### config.mk
export PLATFORM = sky130hd
export DESIGN_NAME = pci_mul
export DESIGN_NICKNAME = d
export VERILOG_FILES = /design/src/rtl/pci_pkg.sv /design/src/rtl/pci_mul.sv
export SDC_FILE = /design/constraint.sdc
export NUM_CORES = 2
export LEC_CHECK = 0
export ABC_AREA = 1
export BUFFER_PORTS_ARGS = -buffer_cell sky130_fd_sc_hd__buf_2
export CORE_MARGIN = 2
export CORE_UTILIZATION = 40
export CTS_CLUSTER_DIAMETER = 40
export CTS_CLUSTER_SIZE = 14
export DETAILED_ROUTE_END_ITERATION = 16
export PLACE_DENSITY = 0.6
export SETUP_SLACK_MARGIN = 0.3
export SYNTH_ARGS = -nofsm -noshare
export SYNTH_HDL_FRONTEND = slang
export SYNTH_SLANG_ARGS = --single-unit
### constraint.sdc
create_clock -name clk -period 10.3 [get_ports clk]
set_input_delay 1.03 -clock clk [delete_from_list [all_inputs] [get_ports clk]]
set_output_delay 1.03 -clock clk [all_outputs]
set_load 0.01 [all_outputs]
### src/rtl/pci_pkg.sv
// shared constants, lane indices and pipeline control record for the pillar interpolator
`default_nettype none

package pci_pkg;

  // default coordinate width (signed fixed point)
  localparam int unsigned COORD_WIDTH_DEF = 40;

  // vertical threshold register
  localparam int unsigned THR_W = 20;
  localparam logic [THR_W-1:0] THR_RESET = THR_W'(655);

  // four products per item: two depths times two coordinates
  localparam int unsigned LANES   = 4;
  localparam int unsigned LANE_UX = 0;
  localparam int unsigned LANE_UY = 1;
  localparam int unsigned LANE_LX = 2;
  localparam int unsigned LANE_LY = 3;

  // register stages inside the split multiplier
  localparam int unsigned MUL_STAGES = 3;

  // control that travels beside the datapath
  typedef struct packed {
    logic             valid;
    logic             vertical;
    logic [LANES-1:0] neg;
  } pci_ctl_t;

endpackage

`default_nettype wire

### src/rtl/pci_mul.sv
// unsigned magnitude multiplier split into half-width partial products, three stages
`default_nettype none

module pci_mul
  import pci_pkg::*;
#(
  parameter int unsigned COORD_WIDTH = COORD_WIDTH_DEF
) (
  input  logic                       clk,
  input  logic                       en,
  input  logic [COORD_WIDTH:0]       a,
  input  logic [COORD_WIDTH:0]       b,
  output logic [2*COORD_WIDTH+1:0]   prod
);

  localparam int unsigned MAG_W = COORD_WIDTH + 1;
  localparam int unsigned LO_W  = (MAG_W + 1) / 2;
  localparam int unsigned HI_W  = MAG_W - LO_W;
  localparam int unsigned PW    = 2 * MAG_W;

  logic [LO_W-1:0]   a_lo, b_lo;
  logic [HI_W-1:0]   a_hi, b_hi;

  logic [2*LO_W-1:0] p00_r;
  logic [MAG_W-1:0]  p01_r, p10_r;
  logic [2*HI_W-1:0] p11_r;
  logic [MAG_W:0]    mid_r;
  logic [PW-1:0]     cat_r;
  logic [PW-1:0]     prod_r;

  assign a_lo = a[LO_W-1:0];
  assign a_hi = a[MAG_W-1:LO_W];
  assign b_lo = b[LO_W-1:0];
  assign b_hi = b[MAG_W-1:LO_W];

  // partial products
  always_ff @(posedge clk) begin
    if (en) begin
      p00_r <= (2*LO_W)'(a_lo) * (2*LO_W)'(b_lo);
      p01_r <= MAG_W'(a_lo) * MAG_W'(b_hi);
      p10_r <= MAG_W'(a_hi) * MAG_W'(b_lo);
      p11_r <= (2*HI_W)'(a_hi) * (2*HI_W)'(b_hi);
    end
  end

  // cross terms summed, outer terms do not overlap
  always_ff @(posedge clk) begin
    if (en) begin
      mid_r <= (MAG_W+1)'(p01_r) + (MAG_W+1)'(p10_r);
      cat_r <= {p11_r, p00_r};
    end
  end

  // final product
  always_ff @(posedge clk) begin
    if (en) begin
      prod_r <= cat_r + (PW'(mid_r) << LO_W);
    end
  end

  assign prod = prod_r;

endmodule

`default_nettype wire

==> results.toml <==
[clock_network]
cts_tree = "done"
postCtsSetupBuffers = 0
cts.sinks = 370
clock_latency_ns = 0.64
root_buffer = "clkbuf_16"
clk_pin_slew_ns = 0.06
cts_hold_buf = 0
h-tree-depth = 2
cts_resized = 0
clockBufferDepth = 3
cts_inserted_buffers = 51

[critical_path]
worstSetupPathType = "in -> reg"
ff2ff_setup_slack_ns = 7.82
cp_max_fo = 41
end_kind = "flop"
rr_startpoint = "p01_r[0]$_DFFE_PP_"
cp-startpoint = "b[6]"
r2r_cells = 13
crit_end = "p00_r[40]$_DFFE_PP_"
reg2reg_to = "mid_r[40]$_DFFE_PP_"
critPathArrivalTime_ns = 7.63
cp.required_ns = 10.67
cp-start-kind = "primary input"

[global_route]
grt_max_degree = 136
grt_pass1_wl_um = 381000
grt_pass1_vias = 65800
overflow = 0
grt_use_total = 0.249
antenna_found_initial = 16

[detailed_routing]
wl_per_cell_um = 19.1
via_per_inst = 4.92
routed_wl_um = 242000
remaining_drc_errors = 0
dr.first_iter.drc_count = 4850
ant_nets = 0
route.vias.total = 62200
firstDrtPassIters = 6

[timing]
setup_tns_ns = 0
finalCritPeriodShare = 0.705
rsz0062_at_grt = "false"
layout_setup_ws_ns = 3.04
min_period_ns = 7.26
hold_viol = 0
timing.fmax_ghz = 0.138
relSlewSlack = 0.0934
final_max_slew_viol_count = 0
fin_skew_ns = 0.0394
setup_viol = 0
worstMarginPinSlew_ns = 1.36

[finish]
ff_latch_area_mm2 = 0.0111
instances_no_fill = 12700
multi_input_area_mm2 = 0.0543
drive_above_1_share = 0.0388
area_growth_pct = 6.25
fill_cells = 19800
fin_nets = 12200

[floorplan]
die_h_um = 446
fp.coreArea_mm2 = 0.194
die_area_mm2 = 0.199
pin_count = 166
start_util = 0.402
die_width_um = 446
fp-row-count = 162

[placed_design]
dp_cells = 12600
dp_hpwl_um = 193000
pre_cts_ws_ns = 2.51
gp_congestion = 0.938
port_buffers = 165

[synth]
synth_seq_cells = 370
yosys_warnings = 0
syn_inst = 10200
synth_area_per_cell_um2 = 7.67
syn_nets = 12300
ys_seq_area_frac = 0.142
syn-cell-area_mm2 = 0.0781
yosysUniqueCellTypes = 35

[outcome]
outcome = "completed"

[worst_hold_path]
hp-class = "reg -> reg"

[run]
drv_cap = 0
## metrics by stage
stage	area, um2	utilization	hold slack (ns)
final	83000	0.427	0.409
after CTS	82900	0.427	0.409
after floorplan	78100	-	0.400
after global placement	81200	0.418	0.402
after detailed placement	81200	0.418	0.405
after global routing	82900	0.427	0.409
## worst min-delay path by stage
stage                                    from                   to  slack [ns]  cells past startpoint
after global routing       cat_r[4]$_DFFE_PP_    prod[4]$_DFFE_PP_        0.41                      0
after detailed placement  p00_r[17]$_DFFE_PP_  cat_r[17]$_DFFE_PP_        0.41                      0
after CTS                  cat_r[4]$_DFFE_PP_    prod[4]$_DFFE_PP_        0.41                      0
final                      cat_r[4]$_DFFE_PP_    prod[4]$_DFFE_PP_        0.41                      0
after global placement     cat_r[8]$_DFFE_PP_    prod[8]$_DFFE_PP_        0.40                      0
after floorplan            p00_r[0]$_DFFE_PP_   cat_r[0]$_DFFE_PP_        0.40                      0
## logic make-up (layout without fill, tap and decap cells)
family / Yosys count / count (layout) / synth area share
and+or+nand+nor: 3812 / 3812 / 0.191
buffers and inverters: 3383 / 3309 / 0.163
adders and majority gates: 2043 / 2043 / 0.458
AOI/OAI and AO/OA: 415 / 415 / 0.0286
DFF: 370 / 370 / 0.142
xor gates and xnor gates: 154 / 154 / 0.0173
other: 0 / 12 / 0
## layout make-up
type | count | area share
diodes | 12 | 0.000362
clock buffers | 53 | 0.0155
clock inverters | 36 | 0.00555
inverters | 2973 | 0.135
multi-input cells | 6424 | 0.654
flip-flops and latches | 370 | 0.134
well taps | 2542 | 0.0383
repair buffers | 247 | 0.0176
## cells in the mapped netlist, drive strengths merged
master,number,area [um2]
nand2,3070,11600
inv,2973,11200
fa,1356,27100
ha,687,8600
nor2,426,1660
clkbuf,410,1540
edfxtp,370,11100
a21oi,239,1200
nand3,201,1030
xor2,113,990
o21ai,112,561
nor3,60,350
xnor2,41,359
nand4,29,181
a21o,21,158
o21bai,15,116
a31oi,11,68.8
and2,10,62.6
o211ai,10,75.1
nand3b,7,52.6
o21a,5,37.5
or2,5,31.3
nor4,4,31.3
a21boi,1,7.51
o311ai,1,8.76
## layout by cell type, fill, tap and decap left out, types with 6 or more instances in the layout
cell type	count
nand2_1	3058
inv_1	2968
fa_1	1356
ha_1	687
nor2_1	406
edfxtp_1	370
a21oi_1	238
nand3_1	197
buf_2	164
xor2_1	113
o21ai_0	106
buf_4	81
clkbuf_16	51
nor3_1	50
xnor2_1	41
nand4_1	29
a21o_1	21
nor2_2	18
o21bai_1	14
diode_2	12
nand2_2	12
a31oi_1	11
and2_1	10
o211ai_1	10
nor3_2	10
clkinv_8	9
inv_6	9
nand3b_1	7
inv_8	7
o21ai_1	6
## registers in the layout, summed over array words and instances, names as in the netlist
| register | flops |
|---|---|
| cat_r | 82 |
| prod | 82 |
| mid_r | 42 |
| p00_r | 42 |
| p01_r | 41 |
| p10_r | 41 |
| p11_r | 40 |
## critical path, cell delays in order
cell and delay, ns:
buf_2 0.96, nand2_1 0.20, fa_1 0.56, fa_1 0.52, fa_1 0.52, inv_1 0.06, fa_1 0.55, fa_1 0.45
fa_1 0.51, inv_1 0.06, fa_1 0.49, inv_1 0.06, ha_1 0.51, nand2_1 0.21, nor2_1 0.23, nand2_1 0.10
nor2_1 0.11, nand2_1 0.06, nand3_1 0.17, nand2_1 0.10, nand3_1 0.09, nand2_1 0.05
## metal layers
layer | track usage | wire length [um]
met1 | 0.353 | 108000
met2 | 0.392 | 107000
met3 | 0.0419 | 19800
met4 | 0.0688 | 7110
met5 | 0 | 27
Power is not shown: default switching activity piles up to over one toggle a cycle in this logic, so the estimate is an artifact.
