## src/rtl/pci_pkg.sv

```systemverilog
// shared constants, lane indices and pipeline control record for the pillar interpolator
`default_nettype none

package pci_pkg;

  // default coordinate width (signed fixed point)
  localparam int unsigned COORD_WIDTH_DEF = 40;

  // vertical threshold register
  localparam int unsigned THR_W = 20;
  localparam logic [THR_W-1:0] THR_RESET = THR_W'(655);

  // four products per item: two depths times two coordinates
  localparam int unsigned LANES   = 4;
  localparam int unsigned LANE_UX = 0;
  localparam int unsigned LANE_UY = 1;
  localparam int unsigned LANE_LX = 2;
  localparam int unsigned LANE_LY = 3;

  // register stages inside the split multiplier
  localparam int unsigned MUL_STAGES = 3;

  // control that travels beside the datapath
  typedef struct packed {
    logic             valid;
    logic             vertical;
    logic [LANES-1:0] neg;
  } pci_ctl_t;

endpackage

`default_nettype wire

```

## src/rtl/pci_front.sv

```systemverilog
// front stages: pillar differences, magnitudes, signs and vertical test
`default_nettype none

module pci_front
  import pci_pkg::*;
#(
  parameter int unsigned COORD_WIDTH = COORD_WIDTH_DEF
) (
  input  logic                          clk,
  input  logic                          rst_n,
  input  logic                          en,
  input  logic                          in_valid,
  input  logic [THR_W-1:0]              thr,
  input  logic signed [COORD_WIDTH-1:0] top_x,
  input  logic signed [COORD_WIDTH-1:0] top_y,
  input  logic signed [COORD_WIDTH-1:0] top_z,
  input  logic signed [COORD_WIDTH-1:0] bottom_x,
  input  logic signed [COORD_WIDTH-1:0] bottom_y,
  input  logic signed [COORD_WIDTH-1:0] bottom_z,
  input  logic signed [COORD_WIDTH-1:0] upper_depth,
  input  logic signed [COORD_WIDTH-1:0] lower_depth,
  output logic [COORD_WIDTH:0]          mag_dz,
  output logic [COORD_WIDTH:0]          mag_u,
  output logic [COORD_WIDTH:0]          mag_l,
  output logic [COORD_WIDTH:0]          mag_x,
  output logic [COORD_WIDTH:0]          mag_y,
  output logic [COORD_WIDTH-1:0]        top_x_q,
  output logic [COORD_WIDTH-1:0]        top_y_q,
  output pci_ctl_t                      ctl
);

  localparam int unsigned W     = COORD_WIDTH;
  localparam int unsigned PAD_W = W + 1 - THR_W;

  // stage one: signed differences, one bit wider than the coordinates
  logic [W:0]   dz_r, du_r, dl_r, dx_r, dy_r;
  logic [W-1:0] tx1_r, ty1_r;
  logic         v1_r;

  // stage two: magnitudes and signs
  logic [W:0]   mdz_r, mu_r, ml_r, mx_r, my_r;
  logic [W-1:0] tx2_r, ty2_r;
  pci_ctl_t     ctl_r;

  logic [W:0]   mdz_nxt;
  pci_ctl_t     ctl_nxt;

  function automatic logic [W:0] mag_of(input logic [W:0] d);
    mag_of = d[W] ? (~d + 1'b1) : d;
  endfunction

  // differences, valid tracked separately
  always_ff @(posedge clk) begin
    if (!rst_n) begin
      v1_r <= 1'b0;
    end else if (en) begin
      v1_r <= in_valid;
    end
  end

  always_ff @(posedge clk) begin
    if (en) begin
      dz_r  <= {bottom_z[W-1], bottom_z} - {top_z[W-1], top_z};
      du_r  <= {upper_depth[W-1], upper_depth} - {top_z[W-1], top_z};
      dl_r  <= {lower_depth[W-1], lower_depth} - {top_z[W-1], top_z};
      dx_r  <= {top_x[W-1], top_x} - {bottom_x[W-1], bottom_x};
      dy_r  <= {top_y[W-1], top_y} - {bottom_y[W-1], bottom_y};
      tx1_r <= top_x;
      ty1_r <= top_y;
    end
  end

  // vertical test and combined quotient signs
  always_comb begin
    mdz_nxt          = mag_of(dz_r);
    ctl_nxt.valid    = v1_r;
    ctl_nxt.vertical = (mdz_nxt <= {{PAD_W{1'b0}}, thr});
    ctl_nxt.neg[LANE_UX] = du_r[W] ^ dx_r[W] ^ dz_r[W];
    ctl_nxt.neg[LANE_UY] = du_r[W] ^ dy_r[W] ^ dz_r[W];
    ctl_nxt.neg[LANE_LX] = dl_r[W] ^ dx_r[W] ^ dz_r[W];
    ctl_nxt.neg[LANE_LY] = dl_r[W] ^ dy_r[W] ^ dz_r[W];
  end

  always_ff @(posedge clk) begin
    if (!rst_n) begin
      ctl_r <= '0;
    end else if (en) begin
      ctl_r <= ctl_nxt;
    end
  end

  always_ff @(posedge clk) begin
    if (en) begin
      mdz_r <= mdz_nxt;
      mu_r  <= mag_of(du_r);
      ml_r  <= mag_of(dl_r);
      mx_r  <= mag_of(dx_r);
      my_r  <= mag_of(dy_r);
      tx2_r <= tx1_r;
      ty2_r <= ty1_r;
    end
  end

  assign mag_dz  = mdz_r;
  assign mag_u   = mu_r;
  assign mag_l   = ml_r;
  assign mag_x   = mx_r;
  assign mag_y   = my_r;
  assign top_x_q = tx2_r;
  assign top_y_q = ty2_r;
  assign ctl     = ctl_r;

endmodule

`default_nettype wire

```

## config.mk

```make
export PLATFORM = sky130hd
export DESIGN_NAME = pci_front
export DESIGN_NICKNAME = d
export VERILOG_FILES = /design/src/rtl/pci_pkg.sv /design/src/rtl/pci_front.sv
export SDC_FILE = /design/constraint.sdc
export NUM_CORES = 1
export LEC_CHECK = 0
export ABC_AREA = 1
export BUFFER_PORTS_ARGS = -buffer_cell sky130_fd_sc_hd__buf_2
export CORE_MARGIN = 2
export CORE_UTILIZATION = 55
export CTS_CLUSTER_SIZE = 30
export DETAILED_ROUTE_END_ITERATION = 12
export PLACE_DENSITY = 0.79
export SYNTH_ARGS = -nofsm -noshare
export SYNTH_HDL_FRONTEND = slang
export SYNTH_SLANG_ARGS = --single-unit
```

## constraint.sdc

```tcl
create_clock -name clk -period 3.6 [get_ports clk]
set_input_delay 0.54 -clock clk [delete_from_list [all_inputs] [get_ports clk]]
set_output_delay 0.54 -clock clk [all_outputs]
set_load 0.005 [all_outputs]
```

==> flow_summary.yaml <==
run_status:
  status: "finished, final reports clean"
drt:
  ant_nets: 0
  dr.pass1.iters: 7
  wire_per_inst_um: 22.2
  viasPerCell: 5.69
  wl_um: 127000
  vias: 32600
  remaining_drc_errors: 0
  drt_iter0_markers: 3570
layout:
  final_common_cell: "nand2_1"
  drive_gt1_share_pct: 17.1
  fin_nets: 5377
  n_fill_cell: 5520
  fin_cells: 5723
  syn_to_final_growth_pct: 17.4
  mostFrequentLayoutCells: "812 x nand2_1, 633 x buf_2, 570 x edfxtp_1, 528 x inv_1, 501 x nor2_1"
floorplan:
  core_area_mm2: 0.0657
  io_pins: 635
  die_area_mm2: 0.0684
  start_util_pct: 55.4
  die_w_um: 261
  rows: 94
  die-height_um: 261
global_routing:
  grt_use_total_pct: 35.9
  antenna_found_initial: 14
  grt_max_degree: 97
  grt_pass1_vias: 31100
  grt_pass1_wl_um: 184000
  grt-ovfl-total: 0
synth:
  synth_ff_type: "edfxtp_1"
  synth_edf_count: 570
  synth_top_family_by_area: "simple AND/OR/NAND/NOR gates"
  syn_nets: 4671
  netlist_area_mm2: 0.0365
  synth-compound-area-share_pct: 10.3
  syn-instance-count: 4097
  synth_cell_type_count: 49
  synth.ff_latch_count: 577
  synth_fa_ha_area_share_pct: 8.00
  syn_area_per_cell_um2: 8.90
  synth_xor_area_share_pct: 8.87
  synthArstFlopShare_pct: 0
  synth-simple-area-share_pct: 19.7
  ys_seq_area_share_pct: 47.3
  yosys_warnings: 0
  synth_mux_area_share_pct: 0
worst_setup_path:
  crit_top_cell: "nand3_1"
  rrSetupSlack_ns: 0.44
  required_ns: 4.14
  path_cells: "inv_1, ha_1, nand2_1, nor2_1, nand3_1, nand2_1, nand2_1, xor2_1, ha_1, nand2_1, inv_1, nand3_1, nor3_1, nand3_1, nor2_1, nand3_1, nand3_1, nand4_1, a21oi_1"
  path_max_fanout: 6
  cp_slowest_stage_delay_ns: 0.38
  path_buf_inv: 2
  reg2reg_depth: 19
  worst_setup_path_start_kind: "flop"
  slowest_stage: "edfxtp_1"
  path_class: "reg2reg"
  r2r_start: "dz_r[0]$_DFFE_PP_"
  end_kind: "flop"
  r2r_end: "ctl[4]$_SDFFE_PN0P_"
  crit_family: "simple AND/OR/NAND/NOR gates"
  startpoint: "dz_r[0]$_DFFE_PP_"
  arrival_ns: 3.71
timing:
  timing.final.hold_violations: 0
  maxSlewViolCount: 0
  layout_min_cycle_time_ns: 3.16
  slew_headroom_pct: 36.1
  fin_worst_skew_ns: 0.0278
  fmax_ghz: 0.316
  worstMarginPinSlew_ns: 0.959
  fin_setup_tns_ns: 0
  fin_crit_sh_pct: 87.8
  setup_viol: 0
  rsz0062_at_grt: "false"
clocking:
  clock-sinks: 577
  htreeDepth: 2
  insertion_delay_ns: 0.63
  ctsHoldBuffers: 0
  path_clk_slew_ns: 0.07
  cts_setup_buffers: 0
  ctsResizeCount: 0
  ctsLongestPathBuffers: 3
  root_buffer: "clkbuf_16"
  cts_buffers: 58
  cts_tree: "yes"
worst_hold_path:
  min_to: "tx1_r[28]$_DFFE_PP_"
  hold_depth: 1
  holdCritPathClass: "in2reg"
  min_from: "top_x[28]"
power_and_ir_drop:
  peakVddDrop_mv: 0.365
  total_leakage_power_uw: 0.0190
  power_density_mw_per_mm2: 488
placement:
  placed_cells: 5607
  gp_congestion: 1.06
  dp_hpwl_um: 107000
  numPortBuffers: 634
run:
  maxCapViolations: 0
[through the flow]
stage	power, uW	instance area (um^2)	setup WS [ns]	hold WS [ns]	utilization (%)
detailed placement	15100	41000	0.452	0.405	62.3
global placement	15000	41000	0.396	0.401	62.3
finish	20900	42800	0.438	0.117	65.1
global route	21800	42800	0.147	0.0928	65.1
floorplan	12600	36500	1.10	0.400	-
CTS	20800	42800	0.414	0.0867	65.1
[layout make-up]
type / count / area, um^2 / area share [%]
sequential: 577 / 17300 / 40.3
multi-input combinational: 2962 / 17100 / 39.9
inverter: 534 / 2000 / 4.68
antenna: 8 / 20.0 / 0.0468
clock inverter: 35 / 278 / 0.649
tap: 864 / 1080 / 2.53
clock buffer: 73 / 1510 / 3.52
timing repair buffer: 670 / 3550 / 8.30
[power breakdown]
part / internal (uW) / total (uW) / switching (uW)
Combinational: 2050 / 5640 / 3590
Sequential: 8780 / 9430 / 650
Clock: 3190 / 5800 / 2610
[how the worst max path moves through the flow]
stage | cells past startpoint | endpoint | slack, ns
CTS | 16 | ctl[4]$_SDFFE_PN0P_ | 0.41
detailed placement | 16 | ctl[4]$_SDFFE_PN0P_ | 0.45
floorplan | 10 | dy_r[16]$_DFFE_PP_ | 1.10
global route | 19 | ctl[4]$_SDFFE_PN0P_ | 0.15
finish | 19 | ctl[4]$_SDFFE_PN0P_ | 0.44
global placement | 16 | ctl[4]$_SDFFE_PN0P_ | 0.40
[state kept, by name, summed over array words and instances (netlist names)]
register	cells
tx1_r	40
du_r	41
dl_r	41
mag_l	41
dy_r	41
ctl	6
dz_r	41
top_x_q	40
mag_x	41
top_y_q	40
mag_dz	41
mag_u	41
mag_y	41
v1_r	1
dx_r	41
ty1_r	40
[synthesized netlist by cell type, types with 30 or more instances]
| cell | count | share of area [%] |
|---|---|---|
| a21o_1 | 30 | 0.62 |
| inv_1 | 528 | 5.4 |
| a31oi_1 | 46 | 0.79 |
| nor3_1 | 63 | 0.86 |
| nand3_1 | 178 | 2.4 |
| xor2_1 | 190 | 4.6 |
| nand2_1 | 812 | 8.4 |
| nand4_1 | 30 | 0.51 |
| nor4_1 | 41 | 0.70 |
| a21oi_1 | 328 | 4.5 |
| nor2_1 | 501 | 5.2 |
| o21bai_1 | 38 | 0.78 |
| ha_1 | 225 | 7.7 |
| edfxtp_1 | 570 | 47 |
| xnor2_1 | 179 | 4.3 |
| o21ai_0 | 165 | 2.3 |
[worst reg2reg max path, cell delays in order, from the launching register on]
cell	delay (ns)
edfxtp_1	0.38
inv_1	0.12
ha_1	0.20
nand2_1	0.06
nor2_1	0.10
nand3_1	0.09
nand2_1	0.23
nand2_1	0.10
xor2_1	0.18
ha_1	0.31
nand2_1	0.05
inv_1	0.08
nand3_1	0.12
nor3_1	0.25
nand3_1	0.22
nor2_1	0.15
nand3_1	0.07
nand3_1	0.09
nand4_1	0.12
a21oi_1	0.16
[routing by layer]
metal | global-route usage (%) | vias to the layer above | share of wire, %
li1 | - | 15300 | -
met1 | 47.7 | 15300 | 41
met2 | 59.0 | 1675 | 46
met3 | 5.78 | 243 | 8.3
met4 | 14.3 | 10 | 4.2
met5 | 0 | - | 0.049
[logic make-up after synthesis]
kind of cell    after synthesis
compound gates              666
xor+xnor                    369
fa+ha+maj                   230
buf+inv                     558
flops                       577
simple gates               1697
No activity file was read; power rests on OpenSTA's default activity.
