$ cat src/rtl/pci_pkg.sv
// shared constants, lane indices and pipeline control record for the pillar interpolator
`default_nettype none

package pci_pkg;

  // default coordinate width (signed fixed point)
  localparam int unsigned COORD_WIDTH_DEF = 40;

  // vertical threshold register
  localparam int unsigned THR_W = 20;
  localparam logic [THR_W-1:0] THR_RESET = THR_W'(655);

  // four products per item: two depths times two coordinates
  localparam int unsigned LANES   = 4;
  localparam int unsigned LANE_UX = 0;
  localparam int unsigned LANE_UY = 1;
  localparam int unsigned LANE_LX = 2;
  localparam int unsigned LANE_LY = 3;

  // register stages inside the split multiplier
  localparam int unsigned MUL_STAGES = 3;

  // control that travels beside the datapath
  typedef struct packed {
    logic             valid;
    logic             vertical;
    logic [LANES-1:0] neg;
  } pci_ctl_t;

endpackage

`default_nettype wire

$ cat src/rtl/pci_out.sv
// final subtract and saturation, output register with one skid slot
`default_nettype none

module pci_out
  import pci_pkg::*;
#(
  parameter int unsigned COORD_WIDTH = COORD_WIDTH_DEF
) (
  input  logic                              clk,
  input  logic                              rst_n,
  input  logic [LANES-1:0][COORD_WIDTH:0]   quot,
  input  logic [COORD_WIDTH-1:0]            top_x,
  input  logic [COORD_WIDTH-1:0]            top_y,
  input  pci_ctl_t                          ctl,
  input  logic                              out_stall,
  output logic                              out_valid,
  output logic                              hold,
  output logic [LANES-1:0][COORD_WIDTH-1:0] res,
  output logic                              vert
);

  localparam int unsigned W = COORD_WIDTH;
  localparam logic [W-1:0] SAT_MIN = {1'b1, {(W-1){1'b0}}};
  localparam logic [W-1:0] SAT_MAX = {1'b0, {(W-1){1'b1}}};

  logic [LANES-1:0][W-1:0] lane_top;
  logic [W+1:0]            sum [LANES];
  logic [LANES-1:0][W-1:0] res_nxt;

  logic                    out_valid_r, out_valid_nxt;
  logic                    skid_valid_r, skid_valid_nxt;
  logic [LANES-1:0][W-1:0] out_res_r, skid_res_r;
  logic                    out_vert_r, skid_vert_r;
  logic                    out_take, out_free;
  logic                    load_from_skid, load_from_pipe, load_skid;

  // top coordinate for each lane
  always_comb begin
    lane_top[LANE_UX] = top_x;
    lane_top[LANE_LX] = top_x;
    lane_top[LANE_UY] = top_y;
    lane_top[LANE_LY] = top_y;
  end

  // top minus signed quotient, then clamp to the coordinate range; vertical pillars pass top
  always_comb begin
    for (int l = 0; l < LANES; l++) begin
      if (ctl.neg[l]) begin
        sum[l] = {{2{lane_top[l][W-1]}}, lane_top[l]} + {1'b0, quot[l]};
      end else begin
        sum[l] = {{2{lane_top[l][W-1]}}, lane_top[l]} - {1'b0, quot[l]};
      end
      if (ctl.vertical) begin
        res_nxt[l] = lane_top[l];
      end else if (sum[l][W+1:W-1] == 3'b000 || sum[l][W+1:W-1] == 3'b111) begin
        res_nxt[l] = sum[l][W-1:0];
      end else if (sum[l][W+1]) begin
        res_nxt[l] = SAT_MIN;
      end else begin
        res_nxt[l] = SAT_MAX;
      end
    end
  end

  // output register and skid slot control
  assign out_take = out_valid_r && !out_stall;
  assign out_free = !out_valid_r || out_take;

  always_comb begin
    out_valid_nxt  = out_valid_r;
    skid_valid_nxt = skid_valid_r;
    load_from_skid = 1'b0;
    load_from_pipe = 1'b0;
    load_skid      = 1'b0;
    priority if (skid_valid_r) begin
      if (out_free) begin
        load_from_skid = 1'b1;
        out_valid_nxt  = 1'b1;
        skid_valid_nxt = 1'b0;
      end
    end else if (out_free) begin
      load_from_pipe = ctl.valid;
      out_valid_nxt  = ctl.valid;
    end else begin
      // output held: an arriving result parks in the skid slot
      load_skid      = ctl.valid;
      skid_valid_nxt = ctl.valid;
    end
  end

  always_ff @(posedge clk) begin
    if (!rst_n) begin
      out_valid_r  <= 1'b0;
      skid_valid_r <= 1'b0;
    end else begin
      out_valid_r  <= out_valid_nxt;
      skid_valid_r <= skid_valid_nxt;
    end
  end

  always_ff @(posedge clk) begin
    if (load_from_skid) begin
      out_res_r  <= skid_res_r;
      out_vert_r <= skid_vert_r;
    end else if (load_from_pipe) begin
      out_res_r  <= res_nxt;
      out_vert_r <= ctl.vertical;
    end
    if (load_skid) begin
      skid_res_r  <= res_nxt;
      skid_vert_r <= ctl.vertical;
    end
  end

  assign out_valid = out_valid_r;
  assign hold      = skid_valid_r;
  assign res       = out_res_r;
  assign vert      = out_vert_r;

  // skid slot only ever fills behind a held result
  a_skid_behind_out: assert property (@(posedge clk) disable iff (!rst_n)
    skid_valid_r |-> out_valid_r)
    else $error("skid slot full with empty output register");

  a_skid_fill_on_stall: assert property (@(posedge clk) disable iff (!rst_n)
    $rose(skid_valid_r) |-> $past(out_valid_r && out_stall))
    else $error("skid slot filled without a stalled output");

  // a vertical pillar gives both corners the same x,y
  a_vertical_same: assert property (@(posedge clk) disable iff (!rst_n)
    (out_valid_r && out_vert_r) |->
      (out_res_r[LANE_UX] == out_res_r[LANE_LX]) &&
      (out_res_r[LANE_UY] == out_res_r[LANE_LY]))
    else $error("vertical result with differing corners");

endmodule

`default_nettype wire

$ cat config.mk
export PLATFORM = sky130hd
export DESIGN_NAME = pci_out
export DESIGN_NICKNAME = d
export VERILOG_FILES = /design/src/rtl/pci_pkg.sv /design/src/rtl/pci_out.sv
export SDC_FILE = /design/constraint.sdc
export NUM_CORES = 1
export LEC_CHECK = 0
export ABC_AREA = 1
export BUFFER_PORTS_ARGS = -buffer_cell sky130_fd_sc_hd__buf_2
export CAP_MARGIN = 20
export CELL_PAD_IN_SITES_DETAIL_PLACEMENT = 0
export CELL_PAD_IN_SITES_GLOBAL_PLACEMENT = 1
export CORE_ASPECT_RATIO = 0.9
export CORE_UTILIZATION = 43
export CTS_CLUSTER_DIAMETER = 200
export DETAILED_ROUTE_END_ITERATION = 10
export PLACE_DENSITY_LB_ADDON = 0.1
export REMOVE_ABC_BUFFERS = 1
export SETUP_SLACK_MARGIN = 0.02
export SLEW_MARGIN = 20
export SYNTH_ARGS = -nofsm -noshare
export SYNTH_HDL_FRONTEND = slang
export SYNTH_SLANG_ARGS = --single-unit
$ cat constraint.sdc
create_clock -name clk -period 9.82 [get_ports clk]
set_input_delay 0.491 -clock clk [delete_from_list [all_inputs] [get_ports clk]]
set_output_delay 0.491 -clock clk [all_outputs]
set_load 0.02 [all_outputs]
==> results list, run 1 <==
* Outcome: finished clean
- The most numerous cell type found on the critical path is nand2_1.
* NetSw: 2240 uW
- The routed layout has 30.4k vias.
- Across the run, the number of max-cap violations was 0.
* Hold buffer count at cts: 0
- The first global-routing pass estimated 172 mm of wire.
- Biggest area consumer among synthesized cells: edfxtp_1
- In this run, distinct cell masters in the synthesized netlist total 49.
- Once layout is done, the placed cells without fillers occupy 34300 sq um.
- Synthesis-stage register bit count: 324
- In this run, synthesis inferred 322 flip-flops with an integrated enable.
- Including well taps, the total number of placed cells is 5658.
- Post-synthesis sequential area ratio: 0.320
- Drt initial violations: around 2.3k
- Required time of the critical path: 10260 ps
- Most common cell in the synthesized netlist: nand2_1
* Avg WL per Cell: a little over 20 microns
- Part of the total power dissipated in combinational logic: 0.427
* Final routed DRC violation total: 0
- A synthesized cell averages approximately 7 sq um.
- Die height: about 250 microns
- Setup repair after global routing left no endpoint under its margin.
- For this run, asynchronously set or reset flops after synthesis account for 0.
- Number of buffers added for setup after CTS: 0
* Fillers: 7404
- Startpoint type of the worst setup path: primary input
* Switching power share of the total: 0.413
- Of the post-synthesis cell area, the dominant cell type holds 0.319.
* Dominant register cell in the synthesized netlist: edfxtp_1
- Setup slack after layout: approximately 4600 ps
- Diode count: 0
- The tightest min-delay check is of the primary input to register type.
- The share of total power dissipated in the clock network is 0.246.
- Entering global routing, the biggest net connects 79 pins.
- Root Buffer Master: clkbuf_16
* Internal power summed over all cells: 3180 uW
* Syn-to-layout area delta: 13.1%
- Count of endpoints failing hold in the final timing report: 0
- For the pin with the worst max-slew slack, the measured transition is 1070 ps.
- Buffers placed on the I/O ports in this run total 415.
- Tcrit/Tclk final: 0.527
- TritonCTS built the clock tree.
- Summed over all cells, the static leakage comes to 0.0167 uW.
* Area of the die: around 72000 sq um
- Max-slew violation count: 0
- Overall routed net length: around 120 mm
* GRT Total Usage: 0.319
- Largest cells by area after synthesis: edfxtp_1, nand2_1, ha_1
- Data on the critical path arrives at its endpoint at between 5000 and 6000 ps.
- Grouping stages by cell kind, the critical path spends the most delay in simple AND/OR/NAND/NOR gates.
- RePlAce Congestion: 0.980
- Slowest CP cell: a21oi_2
* Area of the mapped netlist: 30300 sq um
- Across the VDD grid, the largest voltage drop is 0.000137 V.
* Sequential power share: 0.328
- Final setup viols: 0
- For this configuration, the core starts out at a cell density of 0.434.
- Counting along the longest clock path gives a buffer depth of 3.
- Gates resized, CTS repair: 0
* Vias in the first global route: just under 30k
- Number of synthesis warnings: 0
- In this run the horizontal extent of the chip is around 280 microns.
- The worst pin sits at a relative slew slack of 0.285.
* Antenna violations before repair: 3
- Type of element capturing the critical path: register
- CTS buffer count: 37
- Htree depth: 2
- Clock-pin slew was measured on the worst setup and hold paths at 60 ps.
- Final critical-path required period: approximately 5200 ps
- Buf+Inv Stages, Crit Path: 4
* Largest driver fanout on the critical path: 7
- Clock skew on the completed layout was measured at 29.5 ps.
- After routing, the total negative slack on setup checks comes to 0 ps.
- List of most frequent post-synthesis cells: nand2_1, nor2_1, inv_1
- Finished Layout Cells: 5726
* Total I/O pin count: roughly 420
- Half-perimeter wire length after detailed placement: 96.5 mm
* Floorplan core area: 69900 sq um
* Power density over the cells: approximately 160 nW/um^2
- The tree built by TritonCTS fans out to 324 sinks.
- Delay of the slowest cell on the worst path: 610 ps
- F_max: 193 MHz
- Number of placement rows: 92
- Global routing finished with a remaining overflow of 0.
- Total placed instance area: roughly 33000 sq um
* Worst Setup Slack post-DPL: 4110 ps
- Count of nets left with antenna violations after detail routing: 0
- Clock latency on the worst-skew pair: 580 ps
- Detailed-router iteration count before antenna repair: 6
- Path type of the worst setup path: primary input to register
- Of the cells placed in the final design, the portion with a size suffix greater than 1 is 0.137.
* Synthesized instance count: 4389
* Layout net count: just over 5k
- Vias per cell: about 5.3
- Total power for the finished layout comes to 5410 uW.
cell families (layout without fill, tap and decap cells):
logic type      Yosys count  count (layout)  share of synthesized area
flops                   324             324                      0.320
simple gates           2675            2675                      0.377
buf+inv                 486             883                     0.0663
xor+xnor                272             272                     0.0785
compound gates          448             448                     0.0819
fa+ha+maj               184             184                     0.0769
layout by cell type (no fill, tap or decap), drive strengths merged, types with 6 or more instances in the layout:
cell / n
a21oi: 219
and2: 6
buf: 431
clkbuf: 51
nand3b: 9
a31oi: 21
nor4: 13
inv: 385
nand3: 381
o21a: 12
o211ai: 9
o21bai: 18
a21o: 18
xnor2: 78
nand2: 1676
or2: 11
edfxtp: 322
nand4: 40
o21ai: 136
xor2: 194
clkinv: 16
ha: 180
nor3: 63
nor2: 474
metrics by stage:
stage	hold slack, ps	util
floorplan	494	-
finish	159	0.491
detailed placement	502	0.475
CTS	141	0.491
global placement	498	0.475
global route	185	0.491
registers in the layout (all words and copies together), names as in the netlist:
signal	flops
hold	1
res	160
out_valid	1
vert	1
skid_vert_r	1
skid_res_r	160
power by group through the flow:
stage	Sequential (uW)	Combinational, uW	Clock [uW]
2_1_floorplan	1930	1380	0
3_3_place_gp	1800	2290	0
3_5_place_dp	1800	2290	0
4_1_cts	1780	2300	1350
5_1_grt	1780	2550	1400
6_report	1770	2310	1330
metal layers:
metal  track usage  vias up  share of wire
met5             0        -              0
met4         0.132        0          0.043
met3        0.0314      214          0.052
met2         0.580      999           0.50
met1         0.380    14093           0.40
li1              -    15141              -
worst reg2reg max path, cell delays in order (launching register included):
cell	delay (ps)
dfxtp_1	320
inv_1	110
nand2_1	100
nor2_4	80
buf_4	520
buf_4	760
final cells by class:
cell class	instances	area, sq um	area share
Multi-Input combinational cell	3579	18600	0.543
Sequential cell	324	9710	0.283
Timing Repair Buffer	431	2200	0.0641
Inverter	384	1450	0.0421
Tap cell	940	1180	0.0343
Clock buffer	51	1030	0.0300
Clock inverter	17	108	0.00314
final timing paths:
check	to	depth (start not counted)	startpoint	slack (ps)
worst max-delay path	res[147]$_DFFE_PP_	30	quot[124]	4650
worst max register to register	skid_res_r[148]$_DFFE_PP_	5	hold$_SDFF_PN0_	7440
worst min register to register	res[58]$_DFFE_PP_	2	skid_res_r[58]$_DFFE_PP_	500
worst min-delay path	out_valid$_SDFFE_PN0N_	3	rst_n	160
Note: power is estimated with default switching activity, not from simulation.
==> inputs of run 2 (changes only) <==
--- a/config.mk
+++ b/config.mk
@@ -5,13 +5,13 @@
 export SDC_FILE = /design/constraint.sdc
 export NUM_CORES = 1
 export LEC_CHECK = 0
-export ABC_AREA = 1
+export ABC_AREA = 0
 export BUFFER_PORTS_ARGS = -buffer_cell sky130_fd_sc_hd__buf_2
 export CAP_MARGIN = 20
 export CELL_PAD_IN_SITES_DETAIL_PLACEMENT = 0
 export CELL_PAD_IN_SITES_GLOBAL_PLACEMENT = 1
 export CORE_ASPECT_RATIO = 0.9
-export CORE_UTILIZATION = 43
+export CORE_UTILIZATION = 44
 export CTS_CLUSTER_DIAMETER = 200
 export DETAILED_ROUTE_END_ITERATION = 10
 export PLACE_DENSITY_LB_ADDON = 0.1
==> constraint.sdc (replaced) <==
create_clock -name clk -period 4.96 [get_ports clk]
set_input_delay 0.248 -clock clk [delete_from_list [all_inputs] [get_ports clk]]
set_output_delay 0.248 -clock clk [all_outputs]
set_load 0.02 [all_outputs]
==> run 2 against run 1 <==
Against the previous run:
- cell area increased by 5.6%
- hold slack got worse by 120 ps
- clock power increased by 120%
- sequential share of layout area decreased by 1.5 points
- sequential power increased by 110%
- global-route usage increased by 0.67 points
- flip-flop and latch count unchanged
- synthesized cell count decreased by 31%
- utilization increased by 11 points
- via count decreased by 7.6%
- clock skew decreased by 0.63 ps
- largest cell class unchanged
==> results list, run 2 <==
* Antenna violations before repair: 4 (+1)
- First-pass GRT wire length: 156 mm (-9.2%)
- Count of cell types in the netlist: 97 (+98%)
- Total I/O pin count: 416 (unchanged)
- Top library cells by usage in the layout, fill and taps aside: buf_4, buf_2, nand2_1, edfxtp_1, nor2_1
- The part of the total power dissipated in the clock network is 0.235 (-0.011).
- Final routed DRC violation total: 0 (unchanged)
- After synthesis, the cell types taking the most area are edfxtp_1, ha_1, xor2_1.
* Number of placement rows: 85 (-7.6%)
- NetSw: 4670 uW (+110%)
* Number of max-cap violations: 0 (unchanged)
- The core area came to 60100 sq um (-14%).
* Area of the mapped netlist: 26900 sq um (-11%)
- The min-delay analysis places its worst path in the category primary input to register.
- Tcrit/Tclk final: 0.969
- Delay of the slowest cell on the worst path: 430 ps (-180 ps)
- The number of filler cells placed in the layout was 5398 (-27%).
- Half-perimeter wire length after detailed placement: 82.6 mm (-14%)
- F_max: 208 MHz
- Worst Clk Skew: 28.9 ps (-0.627 ps)
* Setup repair after global routing missed its margin: yes
- The worst setup path is of the primary input to register kind.
- The buffering stage count on the worst path with inverters included came to 5 (+1).
* Synthesized instance count: 3037 (-31%)
* Root Buffer Master: clkbuf_16
- CTS Sinks: 324 (unchanged)
- Vias in the first global route: 26.4k (-11%)
- The starting utilization of the core area is 0.447 (+0.0130).
* Layout net count: 4433 (-15%)
- The last weighted congestion value of the routability-driven placer came to 0.996 (+1.6%).
- Average cell area after synthesis: 8.85 sq um (+28%)
- Cell leakage power: 0.0160 uW (-3.9%)
- Commonest non-fill, non-tap cell in the layout: buf_4
- The synthesis-stage register bit count came to 324 (unchanged).
* Number of synthesis warnings: 0 (unchanged)
* Sequential power share: 0.298 (-0.030)
* Port Buffers: 415 (unchanged)
- The total global routing track utilization was 0.325 (+0.00665).
- Broken down by cell family, the worst path's largest delay share belongs to simple AND/OR/NAND/NOR gates.
- Clock tree buffer depth: 3 (unchanged)
- The count of flip-flops with a built-in enable after synthesis came to 322 (unchanged).
* Max-slew violation count: 0 (unchanged)
* Type of element capturing the critical path: register
- The number of vias per cell after detailed routing is 5.85 (+10%).
- The share of power burned in combinational logic was 0.468 (+0.041).
* List of most frequent post-synthesis cells: nand2_1, nor2_1, edfxtp_1
- Area fraction of the dominant cell type after synthesis: 0.360 (+0.0411)
* Largest driver fanout on the critical path: 7 (unchanged)
- TritonCTS clock tree: built
- Layout cell share with drive strength beyond 1: 0.323 (+0.185)
* Drt initial violations: 2873 (+26%)
- Avg WL per Cell: 21.8 microns (+7.0%)
* Actual slew at the worst max-slew pin: 1060 ps (-10.7 ps)
* Most common cell in the synthesized netlist: nand2_1
- Htree depth: 2 (unchanged)
- Power density over the cells: 340 nW/um^2 (+120%)
* Clock transition time at the flip-flop clock pins of the worst setup and hold paths: 60 ps (about the same)
- The number of detailed-routing iterations run before antenna repair is 6 (unchanged).
- The overall die height came to 236 microns (-6.9%).
* Outcome: finished clean
* Total Power: 12300 uW (+130%)
* Die W: 263 microns (-6.9%)
- The fraction of the yosys area taken by sequential cells is 0.361 (+0.0413).
- Overall routed net length: 105 mm (-10%)
- The number of nets with antenna violations after routing was 0 (unchanged).
* Biggest area consumer among synthesized cells: edfxtp_1
- The total setup violations reported at the end of the flow came to 0 (unchanged).
- Count of endpoints failing hold in the final timing report: 0 (unchanged)
* Required time of the critical path: 5390 ps (-4870 ps)
* Hold Slack: 40.1 ps (-119 ps)
* Sum of overflow across all layers after global routing: 0 (unchanged)
- The clock latency of the later-clocked register in the worst-skew pair came to 590 ps (about the same).
* Startpoint type of the worst setup path: primary input
- Dominant register cell in the synthesized netlist: edfxtp_1
* CTS buffer count: 38 (+2.7%)
- Switching power share of the total: 0.379 (-0.0348)
* Area of the die: 62100 sq um (-13%)
- Internal power summed over all cells: 7660 uW (+140%)
- The slack of the worst reg-to-reg path was 2470 ps (-4970 ps).
- Syn-to-layout area delta: 34.8%
- Slowest CP cell: or4_4
* Final critical-path required period: slightly below 5000 ps
* Pin count of the biggest net entering global routing: 162 (+110%)
- Final Core Density: 0.603 (+0.112)
* Vias after detailed routing: 28.1k (-7.6%)
* Async set-or-reset flop fraction in the synthesized netlist: 0 (unchanged)
- Worst path arrival time: 5230 ps (-380 ps)
- The worst relative slew slack is 0.292 (+0.00713).
- The worst IR drop on VDD was 0.000254 V (+86%).
[run 2: cell types whose count changed after synthesis, sizes merged, moves of 49 or more]
cell | previous run | this run
inv | 383 | 84
clkbuf | 52 | 111
nor2 | 474 | 325
nand2 | 1676 | 345
a21oi | 219 | 295
xnor2 | 78 | 127
a41oi | 3 | 77
nand3 | 381 | 100
a21o | 18 | 97
[run 2: worst paths after layout]
path | from | depth (start not counted) | to
setup / recovery | quot[42] | 28 | res[52]$_DFFE_PP_
hold / removal | ctl[5] | 3 | out_valid$_SDFFE_PN0N_
setup reg to reg | out_valid$_SDFFE_PN0N_ | 7 | res[23]$_DFFE_PP_
hold reg to reg | skid_res_r[18]$_DFFE_PP_ | 2 | res[18]$_DFFE_PP_
[run 2: worst register-to-register path, stage by stage, from the launching register on]
cell,delay [ps]
dfxtp_1,350
nand2_1,200
and2_2,800
buf_4,460
nor2_1,80
a21oi_1,100
o21ai_0,80
buf_4,140
[run 2: final cells by class]
| type | instances | area, sq um | share of cell area |
|---|---|---|---|
| multi-input combinational | 2480 | 16700 | 0.461 |
| sequential | 324 | 9710 | 0.268 |
| timing repair buffer | 1068 | 7280 | 0.201 |
| clock buffer | 45 | 997 | 0.0275 |
| tap | 783 | 980 | 0.0270 |
| inverter | 84 | 315 | 0.00870 |
| clock inverter | 24 | 262 | 0.00722 |
| antenna | 2 | 5.00 | 0.000138 |
[run 2: what timing repair did]
action | in CTS | in global routing
hold buffers | 1 | 0
gates cloned | 0 | 0
endpoints found under the hold margin | 2 | 0
gates resized for setup | 19 | 93
pin swaps | 2 | 27
endpoints found under the setup margin | 79 | 290
setup buffers | 3 | 14
[run 2: cells by family after synthesis]
| group | count (synthesis) | share of synthesized area |
|---|---|---|
| xor+xnor | 310 | 0.102 |
| compound gates | 918 | 0.224 |
| simple gates | 1037 | 0.177 |
| mux | 31 | 0.0136 |
| buf+inv | 233 | 0.0360 |
| flops | 324 | 0.361 |
| fa+ha+maj | 184 | 0.0868 |
[run 2: power groups by stage]
stage | clock [uW] | combinational (uW) | sequential, uW
final | 2890 | 5770 | 3670
after global routing | 3030 | 6200 | 3680
after CTS | 2930 | 5550 | 3670
after detailed placement | 0 | 5480 | 3720
after global placement | 0 | 5410 | 3720
after floorplan | 0 | 2680 | 3980
[run 2: through the flow]
stage	instance area, sq um	cells	worst slack (ps)	setup TNS (ps)
finish	36200	4810	155	0
global route	36200	4810	-65.9	-269
CTS	35700	4794	20.4	0
detailed placement	34300	4721	-712	-139740
floorplan	26200	2888	-8250	-2124230
global placement	34300	4721	-798	-135140
[run 2: per-layer routing]
| layer | share of wire | track usage |
|---|---|---|
| met1 | 0.46 | 0.489 |
| met2 | 0.44 | 0.495 |
| met3 | 0.079 | 0.0413 |
| met4 | 0.021 | 0.0747 |
| met5 | 0 | 0 |
